===== src/rtl/core/ffra_pkg.sv =====
// ----------------------------------------------------------------------------
// ffra_pkg
// Types and constants of the first-fit region allocator.
// ----------------------------------------------------------------------------
package ffra_pkg;

   localparam int ADDR_W       = 48;
   localparam int PAGES_W      = 16;
   localparam int STATUS_W     = 3;
   localparam int MAX_SLOTS    = 16;
   localparam int PAGE_BYTES   = 4096;
   localparam int HEADER_BYTES = 32;

   localparam int SLOT_IDX_W   = (MAX_SLOTS > 1) ? $clog2(MAX_SLOTS) : 1;
   localparam int SLOT_CNT_W   = $clog2(MAX_SLOTS + 1);
   localparam int PAGE_BYTES_W = $clog2(PAGE_BYTES + 1);
   localparam int PROD_W       = PAGES_W + PAGE_BYTES_W;

   localparam logic MODE_ALLOC = 1'b0;
   localparam logic MODE_FREE  = 1'b1;

   typedef enum logic [STATUS_W-1:0] {
      ST_REUSED    = 3'd0,
      ST_NEW       = 3'd1,
      ST_FREED     = 3'd2,
      ST_NOT_FOUND = 3'd3,
      ST_FULL      = 3'd4
   } ffra_status_type;

   typedef struct packed {
      ffra_status_type     status;
      logic [ADDR_W-1:0]   data_address;
      logic [PAGES_W-1:0]  granted_pages;
   } ffra_result_type;

   typedef struct packed {
      logic                  en;
      logic [SLOT_IDX_W-1:0] idx;
      logic [ADDR_W-1:0]     base;
      logic [PAGES_W-1:0]    pages;
   } ffra_slot_wr_type;

   typedef struct packed {
      logic [ADDR_W-1:0]  base;
      logic [PAGES_W-1:0] pages;
   } ffra_slot_rd_type;

endpackage


===== src/rtl/core/first_fit_region_allocator.sv =====
// A request scans the slot table from slot 0 until a hit, each further slot adding
// to the time; an allocate with no fit appends after the full scan unless full.
// One request at a time: the next is taken only once the engine is back in S_IDLE,
// after S_DONE has passed the result to the output register once that is free.
// The scan reads one slot per cycle through the slot memory's single read port.
// Reset (synchronous) empties the table and clears region_base; no clearing pass.
// ----------------------------------------------------------------------------
// first_fit_region_allocator
// First-fit region allocator with a bump address for appended regions.
// ----------------------------------------------------------------------------
module first_fit_region_allocator
   import ffra_pkg::*;
(
   input  logic                clock,
   input  logic                reset,
   input  logic                req_valid,
   output logic                req_stall,
   input  logic                req_mode,
   input  logic [PAGES_W-1:0]  req_request_pages,
   input  logic [ADDR_W-1:0]   req_free_address,
   output logic                rsp_valid,
   input  logic                rsp_stall,
   output logic [STATUS_W-1:0] rsp_status,
   output logic [ADDR_W-1:0]   rsp_data_address,
   output logic [PAGES_W-1:0]  rsp_granted_pages,
   input  logic                csr_valid,
   output logic                csr_ready,
   input  logic [ADDR_W-1:0]   csr_region_base
);

   logic [ADDR_W-1:0] region_base_ff, region_base_in;
   logic              rsp_valid_ff, rsp_valid_in;
   ffra_result_type   rsp_ff, rsp_in;
   ffra_result_type   res;
   logic              res_valid;
   logic              idle;
   logic              out_ready;
   logic              start;

   assign csr_ready = 1'b1;
   assign req_stall = !idle;
   assign start     = req_valid && idle;
   assign out_ready = !rsp_valid_ff || !rsp_stall;

   ffra_engine u_engine (
      .clock         (clock),
      .reset         (reset),
      .start         (start),
      .mode          (req_mode),
      .request_pages (req_request_pages),
      .free_address  (req_free_address),
      .region_base   (region_base_ff),
      .out_ready     (out_ready),
      .idle          (idle),
      .res_valid     (res_valid),
      .res           (res)
   );

   always_comb begin
      region_base_in = (csr_valid && csr_ready) ? csr_region_base : region_base_ff;
      rsp_valid_in   = res_valid || (rsp_valid_ff && rsp_stall);
      rsp_in         = res_valid ? res : rsp_ff;
   end

   always_ff @(posedge clock) begin
      if (reset) begin
         region_base_ff <= '0;
         rsp_valid_ff   <= 1'b0;
      end else begin
         region_base_ff <= region_base_in;
         rsp_valid_ff   <= rsp_valid_in;
      end
      rsp_ff <= rsp_in;
   end

   assign rsp_valid         = rsp_valid_ff;
   assign rsp_status        = rsp_ff.status;
   assign rsp_data_address  = rsp_ff.data_address;
   assign rsp_granted_pages = rsp_ff.granted_pages;

endmodule


===== src/rtl/core/ffra_slot_store.sv =====
// ----------------------------------------------------------------------------
// ffra_slot_store
// Slot table memory: data base address and page count of each region,
// one write port and one registered read port.
// ----------------------------------------------------------------------------
module ffra_slot_store
   import ffra_pkg::*;
(
   input  logic                  clock,
   input  ffra_slot_wr_type      wr,
   input  logic                  rd_en,
   input  logic [SLOT_IDX_W-1:0] rd_idx,
   output ffra_slot_rd_type      rd_data
);

   logic [ADDR_W-1:0]  slot_base_ff  [MAX_SLOTS];
   logic [PAGES_W-1:0] slot_pages_ff [MAX_SLOTS];
   ffra_slot_rd_type   rd_data_ff;

   always_ff @(posedge clock) begin
      if (wr.en) begin
         slot_base_ff[wr.idx]  <= wr.base;
         slot_pages_ff[wr.idx] <= wr.pages;
      end
   end

   always_ff @(posedge clock) begin
      if (rd_en) begin
         rd_data_ff.base  <= slot_base_ff[rd_idx];
         rd_data_ff.pages <= slot_pages_ff[rd_idx];
      end
   end

   assign rd_data = rd_data_ff;

endmodule


===== src/rtl/core/ffra_engine.sv =====
// ----------------------------------------------------------------------------
// ffra_engine
// Sequencer that scans the slot table one entry per cycle through a shared
// compare unit, then claims or frees a slot, appends a new region or reports a failure.
// ----------------------------------------------------------------------------
module ffra_engine
   import ffra_pkg::*;
(
   input  logic                clock,
   input  logic                reset,
   input  logic                start,
   input  logic                mode,
   input  logic [PAGES_W-1:0]  request_pages,
   input  logic [ADDR_W-1:0]   free_address,
   input  logic [ADDR_W-1:0]   region_base,
   input  logic                out_ready,
   output logic                idle,
   output logic                res_valid,
   output ffra_result_type     res
);

   typedef enum logic [2:0] {
      S_IDLE,
      S_SCAN,
      S_APP_BASE,
      S_APP_BUMP,
      S_DONE
   } state_type;

   state_type             state_ff, state_in;
   logic [SLOT_CNT_W-1:0] idx_ff, idx_in;
   logic                  pend_ff, pend_in;
   logic [SLOT_IDX_W-1:0] pend_idx_ff, pend_idx_in;
   logic                  mode_ff, mode_in;
   logic [PAGES_W-1:0]    pages_ff, pages_in;
   logic [ADDR_W-1:0]     addr_ff, addr_in;
   logic [MAX_SLOTS-1:0]  used_ff, used_in;
   logic [SLOT_CNT_W-1:0] count_ff, count_in;
   logic [ADDR_W-1:0]     bump_ff, bump_in;
   logic [PROD_W-1:0]     prod_ff, prod_in;
   ffra_result_type       res_ff, res_in;

   ffra_slot_wr_type      slot_wr;
   ffra_slot_rd_type      slot_rd;
   logic                  rd_en;
   logic                  more_slots;
   logic                  hit;
   logic [ADDR_W-1:0]     bump_src;
   logic [ADDR_W-1:0]     base_sum;

   ffra_slot_store u_slot_store (
      .clock   (clock),
      .wr      (slot_wr),
      .rd_en   (rd_en),
      .rd_idx  (idx_ff[SLOT_IDX_W-1:0]),
      .rd_data (slot_rd)
   );

   // Shared compare unit: address match for a free, fit test for an allocate.
   always_comb begin
      if (mode_ff == MODE_FREE) begin
         hit = pend_ff && (slot_rd.base == addr_ff);
      end else begin
         hit = pend_ff && !used_ff[pend_idx_ff] && (slot_rd.pages >= pages_ff);
      end
   end

   // Until the first region exists, the bump address tracks the base register.
   assign bump_src   = (count_ff == '0) ? region_base : bump_ff;
   assign base_sum   = bump_src + ADDR_W'(HEADER_BYTES);
   assign more_slots = idx_ff < count_ff;
   assign rd_en      = (state_ff == S_SCAN) && more_slots;

   always_comb begin
      state_in    = state_ff;
      idx_in      = idx_ff;
      pend_in     = pend_ff;
      pend_idx_in = pend_idx_ff;
      mode_in     = mode_ff;
      pages_in    = pages_ff;
      addr_in     = addr_ff;
      used_in     = used_ff;
      count_in    = count_ff;
      bump_in     = bump_ff;
      prod_in     = prod_ff;
      res_in      = res_ff;
      slot_wr     = '0;
      res_valid   = 1'b0;

      case (state_ff)
         S_IDLE: begin
            if (start) begin
               mode_in  = mode;
               pages_in = request_pages;
               addr_in  = free_address;
               idx_in   = '0;
               pend_in  = 1'b0;
               state_in = S_SCAN;
            end
         end
         S_SCAN: begin
            if (hit) begin
               pend_in = 1'b0;
               if (mode_ff == MODE_FREE) begin
                  used_in[pend_idx_ff] = 1'b0;
                  res_in = '{ST_FREED, addr_ff, '0};
               end else begin
                  used_in[pend_idx_ff] = 1'b1;
                  res_in = '{ST_REUSED, slot_rd.base, slot_rd.pages};
               end
               state_in = S_DONE;
            end else if (!pend_ff && !more_slots) begin
               if (mode_ff == MODE_FREE) begin
                  res_in   = '{ST_NOT_FOUND, '0, '0};
                  state_in = S_DONE;
               end else if (count_ff == SLOT_CNT_W'(MAX_SLOTS)) begin
                  res_in   = '{ST_FULL, '0, '0};
                  state_in = S_DONE;
               end else begin
                  state_in = S_APP_BASE;
               end
            end else begin
               // The read issued now is tested in the next cycle.
               pend_in     = rd_en;
               pend_idx_in = idx_ff[SLOT_IDX_W-1:0];
               if (rd_en) begin
                  idx_in = idx_ff + 1'b1;
               end
            end
         end
         S_APP_BASE: begin
            slot_wr.en    = 1'b1;
            slot_wr.idx   = count_ff[SLOT_IDX_W-1:0];
            slot_wr.base  = base_sum;
            slot_wr.pages = pages_ff;
            used_in[count_ff[SLOT_IDX_W-1:0]] = 1'b1;
            prod_in  = PROD_W'(pages_ff) * PROD_W'(PAGE_BYTES);
            res_in   = '{ST_NEW, base_sum, pages_ff};
            state_in = S_APP_BUMP;
         end
         S_APP_BUMP: begin
            bump_in  = bump_src + ADDR_W'(prod_ff);
            count_in = count_ff + 1'b1;
            state_in = S_DONE;
         end
         S_DONE: begin
            if (out_ready) begin
               res_valid = 1'b1;
               state_in  = S_IDLE;
            end
         end
         default: begin
            state_in = S_IDLE;
         end
      endcase
   end

   always_ff @(posedge clock) begin
      if (reset) begin
         state_ff <= S_IDLE;
         pend_ff  <= 1'b0;
         used_ff  <= '0;
         count_ff <= '0;
      end else begin
         state_ff <= state_in;
         pend_ff  <= pend_in;
         used_ff  <= used_in;
         count_ff <= count_in;
      end
      idx_ff      <= idx_in;
      pend_idx_ff <= pend_idx_in;
      mode_ff     <= mode_in;
      pages_ff    <= pages_in;
      addr_ff     <= addr_in;
      bump_ff     <= bump_in;
      prod_ff     <= prod_in;
      res_ff      <= res_in;
   end

   assign idle = (state_ff == S_IDLE);
   assign res  = res_ff;

endmodule


===== config.mk =====
export PLATFORM = sky130hd
export DESIGN_NAME = first_fit_region_allocator
export DESIGN_NICKNAME = d
export VERILOG_FILES = /design/src/rtl/core/ffra_pkg.sv /design/src/rtl/core/first_fit_region_allocator.sv /design/src/rtl/core/ffra_slot_store.sv /design/src/rtl/core/ffra_engine.sv
export SDC_FILE = /design/constraint.sdc
export NUM_CORES = 2
export LEC_CHECK = 0
export BUFFER_PORTS_ARGS = -buffer_cell sky130_fd_sc_hd__buf_4
export CAP_MARGIN = 20
export CORE_MARGIN = 2
export CORE_UTILIZATION = 65
export CTS_CLUSTER_SIZE = 24
export DETAILED_ROUTE_END_ITERATION = 12
export PLACE_DENSITY = 0.83
export SYNTH_ARGS = -nofsm -noshare
export SYNTH_HDL_FRONTEND = slang
export SYNTH_SLANG_ARGS = --single-unit

===== constraint.sdc =====
create_clock -name clock -period 14.3 [get_ports clock]
set_input_delay 0.715 -clock clock [delete_from_list [all_inputs] [get_ports clock]]
set_output_delay 0.715 -clock clock [all_outputs]
set_load 0.05 [all_outputs]

Yosys cells after proc, flatten, opt, wreduce, memory -nomap -nowiden
Memories as Yosys holds them, arrays and structs flattened. A register that Yosys moved wholly into a read port is not among the register bits.
Cells that the tools add are included.
{"block": "op_classes", "add_sub_neg": 4, "order_cmp": 6, "n_eq_ne": 15, "muxes": 38, "n_bitwise": 6, "reduce_logical": 28}
{"cell": "67-bit two-way mux", "n": 4}
{"cell": "67-bit case mux with 2 select lines", "n": 1}
{"cell": "69-bit two-way mux", "n": 1}
{"cell": "66-bit two-way mux", "n": 1}
{"cell": "48-bit by 28-bit adder with 48-bit output", "n": 1}
{"cell": "48-bit by 6-bit adder with 48-bit output, second input constant", "n": 1}
{"cell": "48-bit == test", "n": 1}
{"cell": "48-bit two-way mux", "n": 1}
{"cell": "16-bit two-way mux", "n": 2}
{"cell": "16-bit OR", "n": 2}
{"cell": "16-bit case mux with 2 select lines", "n": 1}
{"cell": "5-bit two-way mux", "n": 4}
{"cell": "3-bit two-way mux", "n": 6}
{"cell": "16-bit bitwise AND", "n": 1}
{"cell": "16-bit greater-or-equal comparator", "n": 1}
{"cell": "16-bit NOT", "n": 1}
{"cell": "3-bit case mux with 5 select lines", "n": 1}
{"cell": "3-bit AND reduction", "n": 4}
{"cell": "1-bit two-way mux", "n": 11}
{"cell": "5-bit by 1-bit adder with 5-bit output, second input constant", "n": 2}
{"cell": "4-bit by 5-bit < comparator with 1-bit output, second input constant", "n": 2}
{"cell": "5-bit case mux with 2 select lines", "n": 1}
{"cell": "1-bit logical AND", "n": 9}
{"cell": "1-bit demux with 4-bit select", "n": 2}
{"cell": "other kinds (20)", "n": 36}
{"block": "word_totals", "ff_bits": 346, "mem_bits_rw": 1024, "in_bits": 118, "output_inout_bits": 70, "wordCells": 118, "memories": 2}
{"name": "u_engine.u_slot_store.slot_base_ff", "words": 16, "width": 48, "read_ports": 1, "rd_ports_with_merged_regs": 1, "write_ports": 1, "line": "ffra_slot_store.sv:16", "source": "logic [ADDR_W-1:0] slot_base_ff [MAX_SLOTS];"}
{"name": "u_engine.u_slot_store.slot_pages_ff", "words": 16, "width": 16, "read_ports": 1, "rd_ports_with_merged_regs": 1, "write_ports": 1, "line": "ffra_slot_store.sv:17", "source": "logic [PAGES_W-1:0] slot_pages_ff [MAX_SLOTS];"}

Logic depth before layout (Yosys ltp)
{"block": "depth", "depth_word": 9, "ltp_mapped": 19, "mapped_depth_nobuf": 13}

Hierarchy
A second synthesis with hierarchy kept.
{"block": "unflattened", "hier_cells": 3166, "hier_area_um2": 57547.7}
{"module": "ffra_slot_store", "n_inst": 1, "cells_per_inst": 1647, "area_per_inst_um2": 40214.8, "seq_area_each_um2": 32671.3}
{"module": "ffra_engine", "n_inst": 1, "cells_per_inst": 1289, "area_per_inst_um2": 13538.0, "seq_area_each_um2": 6656.4}
{"module": "first_fit_region_allocator", "n_inst": 1, "cells_per_inst": 230, "area_per_inst_um2": 3794.9, "seq_area_each_um2": 2992.9}

Worst setup path before layout
OpenSTA, ideal clock, no wires.
{"block": "synth_path", "kind": "reg-to-reg", "start": "register u_engine.state_ff[1]", "end": "memory u_engine.u_slot_store.slot_base_ff[8][0] (enable)", "setup_ps": 564, "arrival_ps": 6537, "required_time_ps": 13736, "path_slack_ps": 7199, "stages_incl_launch_ff": 8, "path_buffers": 3, "period_less_slack_ps": 7101, "path_cell_list": "dfxtp_1 -> clkbuf_1 -> or3b_2 -> clkbuf_1 -> clkinv_1 -> clkbuf_1 -> nand3_1 -> nor3_1"}
{"block": "synth_between", "elab_chain_len": 4}
{"element": "start, declared", "line": "ffra_engine.sv:30", "source": "state_type state_ff, state_in;"}
{"element": "start signal, assigned", "line": "ffra_engine.sv:165", "source": "state_ff <= state_in;"}
{"element": "3-bit by 2-bit == test with 1-bit output *", "line": "ffra_engine.sv:90", "source": "case (state_ff)"}
{"element": "69-bit two-way mux *", "line": "ffra_engine.sv:90"}
{"element": "1-bit two-way mux", "line": "ffra_slot_store.sv:21", "source": "if (wr.en) begin"}
{"element": "1-bit two-way mux (not written as such)", "line": "ffra_slot_store.sv:22", "source": "slot_base_ff[wr.idx] <= wr.base;"}
{"element": "end, declared", "line": "ffra_slot_store.sv:16"}
Mark *: on every way between the ends. The rest lies on a longest branch, timed or not.

==> flow_summary.ini <==
[die]
ios = 188
die_area_um2 = 90100
die_w_um = 300
die_h_um = 300
core-area_um2 = 86900
rows = 108
initial_core_util_pct = 65.6

[power_and_ir_drop]
peakVddDrop_mv = 0.135
leakage_nw = 21.7
power.density_nw_per_um2 = 147

[sta]
fin_skew_ns = 0.0373
whs_ns = 0.158
rsz0062_at_grt = no
fin_setup_tns_ns = 0
setup_viol = 0
final_hold_viol_count = 0
worst_slack_ns = 8.99
tightest_slew_ns = 1.18
fin_crit_sh_pct = 37.1
relSlewSlack_pct = 21.2
drv_slew = 0
fmax_mhz = 188
fin_crit_ns = 5.31

[critical_path]
worstSetupPathType = flop to flop
critPathLaunchType = flop
cp.required_ns = 14.71
cp_max_fo = 67
crit_arrival_ns = 5.72
cp-end-kind = flop

[cells_and_area]
drive_gt1_share_pct = 25.0
nNetsFinal = 3359
fin_cells = 4466
layout-area-overhead-vs-synth_pct = 13.2
n_fill_cell = 4579
fin_area_um2 = 64500

[yosys]
syn_area_um2 = 57000
ys_seq_area_share_pct = 74.2
synth_top_cell_by_area = edfxtp_1
synthCells = 2951
syn_nets = 3113
synth-seq-cells = 1434
synth_top_family_by_area = multiplexers
synthMuxAreaShare_pct = 14.6
synth_top_area_share_pct = 71.6
synth_async_sr_flop_share_pct = 0
synth_edf_count = 1360
synth_cell_types = 68
ys.warnings.count = 0
synth_compound_area_share_pct = 3.23
synthSimpleGateAreaFrac_pct = 3.77
yosys-top-cells-area = edfxtp_1, mux4_2, dfxtp_1
synth-xor-area-share_pct = 1.95
synth_fa_ha_area_share_pct = 0.979
synth-main-ff-cell = edfxtp_1
synth.avg_cell_area_um2 = 19.3

[route]
drt-vias-per-instance = 7.26
dr.first_iter.drc_count = 6003
first_pass_iters = 6
drt-total-wl_mm = 162
num_vias = 32411
antenna_left = 0
drc = 0
wl_per_cell_um = 36.2

[grt]
grt_antenna_before_repair = 7
grt_pass1_wl_mm = 228
grt.overflow.total = 0
grt_max_degree = 155
gr-usage-all-layers_pct = 36.3
first_global_vias = 31877

[clock_tree]
cts_tree = yes
cts_hold_buf = 0
cts.repair.resized = 0
cts_max_path_buffers = 3
clk-insertion-delay-late_ns = 0.75
clock_sinks = 1434
cts_htree_levels = 4
cts_root_buffer = clkbuf_16
clk_pin_slew_ns = 0.06
cts_buffers = 141
postCtsSetupBuffers = 0

[placed_design]
place_inst = 4204
dp_slack_ns = 9.18
io_buffers = 186
routabilityCongestion = 0.944
post-dp-hpwl_mm = 88.2
place_area_um2 = 59900

[status]
outcome = finished clean

[flow_run]
cap_violations = 0

[worst_hold_path]
min_path_type = input pin to flop
[state kept, by name (all words and copies together), names as in the netlist, named ones only]
name	flops
region_base_ff	48
rsp_data_address	48
rsp_granted_pages	16
rsp_status	3
rsp_valid	1
u_engine.addr_ff	48
u_engine.bump_ff	48
u_engine.count_ff	5
u_engine.idx_ff	5
u_engine.mode_ff	1
u_engine.pages_ff	16
u_engine.pend_ff	1
u_engine.pend_idx_ff	4
u_engine.prod_ff	16
u_engine.res	67
u_engine.state_ff	3
u_engine.u_slot_store.rd_data	64
u_engine.u_slot_store.slot_base_ff	768
u_engine.u_slot_store.slot_pages_ff	256
[per-layer routing]
| metal | part of all wire (%) | global-route usage [%] | vias to the layer above |
|---|---|---|---|
| li1 | - | - | 12449 |
| met1 | 34 | 50.7 | 16351 |
| met2 | 47 | 55.9 | 3125 |
| met3 | 14 | 8.87 | 480 |
| met4 | 4.7 | 15.8 | 6 |
| met5 | 0.023 | 0 | - |
[synth_stat cells (all sizes together) (39+ instances only)]
cell,n
edfxtp,1360
mux4,325
nor2,197
clkbuf,100
xnor2,95
mux2i,91
nand2,90
dfxtp,74
a21oi,49
buf,49
o22ai,47
ha,43
a22oi,40
inv,39
[area by class of cell]
cell class | instances | area [µm²] | share of cell area, %
inverter | 40 | 150 | 0.233
timing repair buffer | 252 | 1960 | 3.04
tap | 1155 | 1450 | 2.24
clock inverter | 73 | 623 | 0.966
multi-input combinational | 1328 | 14100 | 21.9
antenna | 3 | 7.51 | 0.0116
clock buffer | 181 | 3880 | 6.01
sequential | 1434 | 42300 | 65.6
[worst max-delay path: stages, from the launching register on]
cell       delay (ns)
dfxtp_1          0.65
inv_1            0.18
ha_1             0.35
or4b_4           0.86
mux2_2           0.36
o211ai_1         0.34
a2111oi_4        0.87
nor4b_1          0.37
xor2_1           0.21
nor2_1           0.72
[cells by family (layout without fill, tap and decap cells)]
logic type                 after synthesis  after routing
muxes                                  422            422
xor gates and xnor gates               127            127
adders and majority gates               44             44
buffers and inverters                  189            546
other                                    1              4
DFF                                   1434           1434
and+or+nand+nor                        466            466
AOI/OAI and AO/OA                      268            268
[cells in the final DEF (no fill, tap or decap), types with 40 or more instances in the layout]
cell / n
xnor2_1: 95
clkbuf_16: 149
mux2i_1: 91
dfxtp_1: 74
mux4_2: 325
nor2_1: 180
nand2_1: 90
a22oi_1: 40
ha_1: 43
buf_4: 246
o22ai_1: 47
edfxtp_1: 1360
a21oi_1: 48
[worst paths after layout]
check	from	to	slack (ns)	cells past startpoint
worst max-delay path	u_engine.count_ff[0]	u_engine.u_slot_store.slot_base_ff[7][36]	8.99	9
worst min-delay path	req_mode	u_engine.mode_ff	0.16	1
worst max register to register	u_engine.count_ff[0]	u_engine.u_slot_store.slot_base_ff[7][36]	8.99	9
worst min register to register	u_engine.res[26]	rsp_data_address[10]	0.42	0
[stage by stage]
step,total power [mW],util (%)
after global placement,5.83,69.0
after floorplan,5.51,-
after CTS,9.44,74.2
after detailed placement,5.85,69.0
final,9.45,74.3
after global routing,9.65,74.3
[power by group]
part | switching (mW) | internal (mW) | leakage [nW]
Sequential | 0.0758 | 4.69 | 13.4
Combinational | 0.593 | 0.446 | 6.11
Clock | 1.57 | 2.08 | 2.21
Total | 2.24 | 7.22 | 21.7
Note: power is estimated with default switching activity, not from simulation.
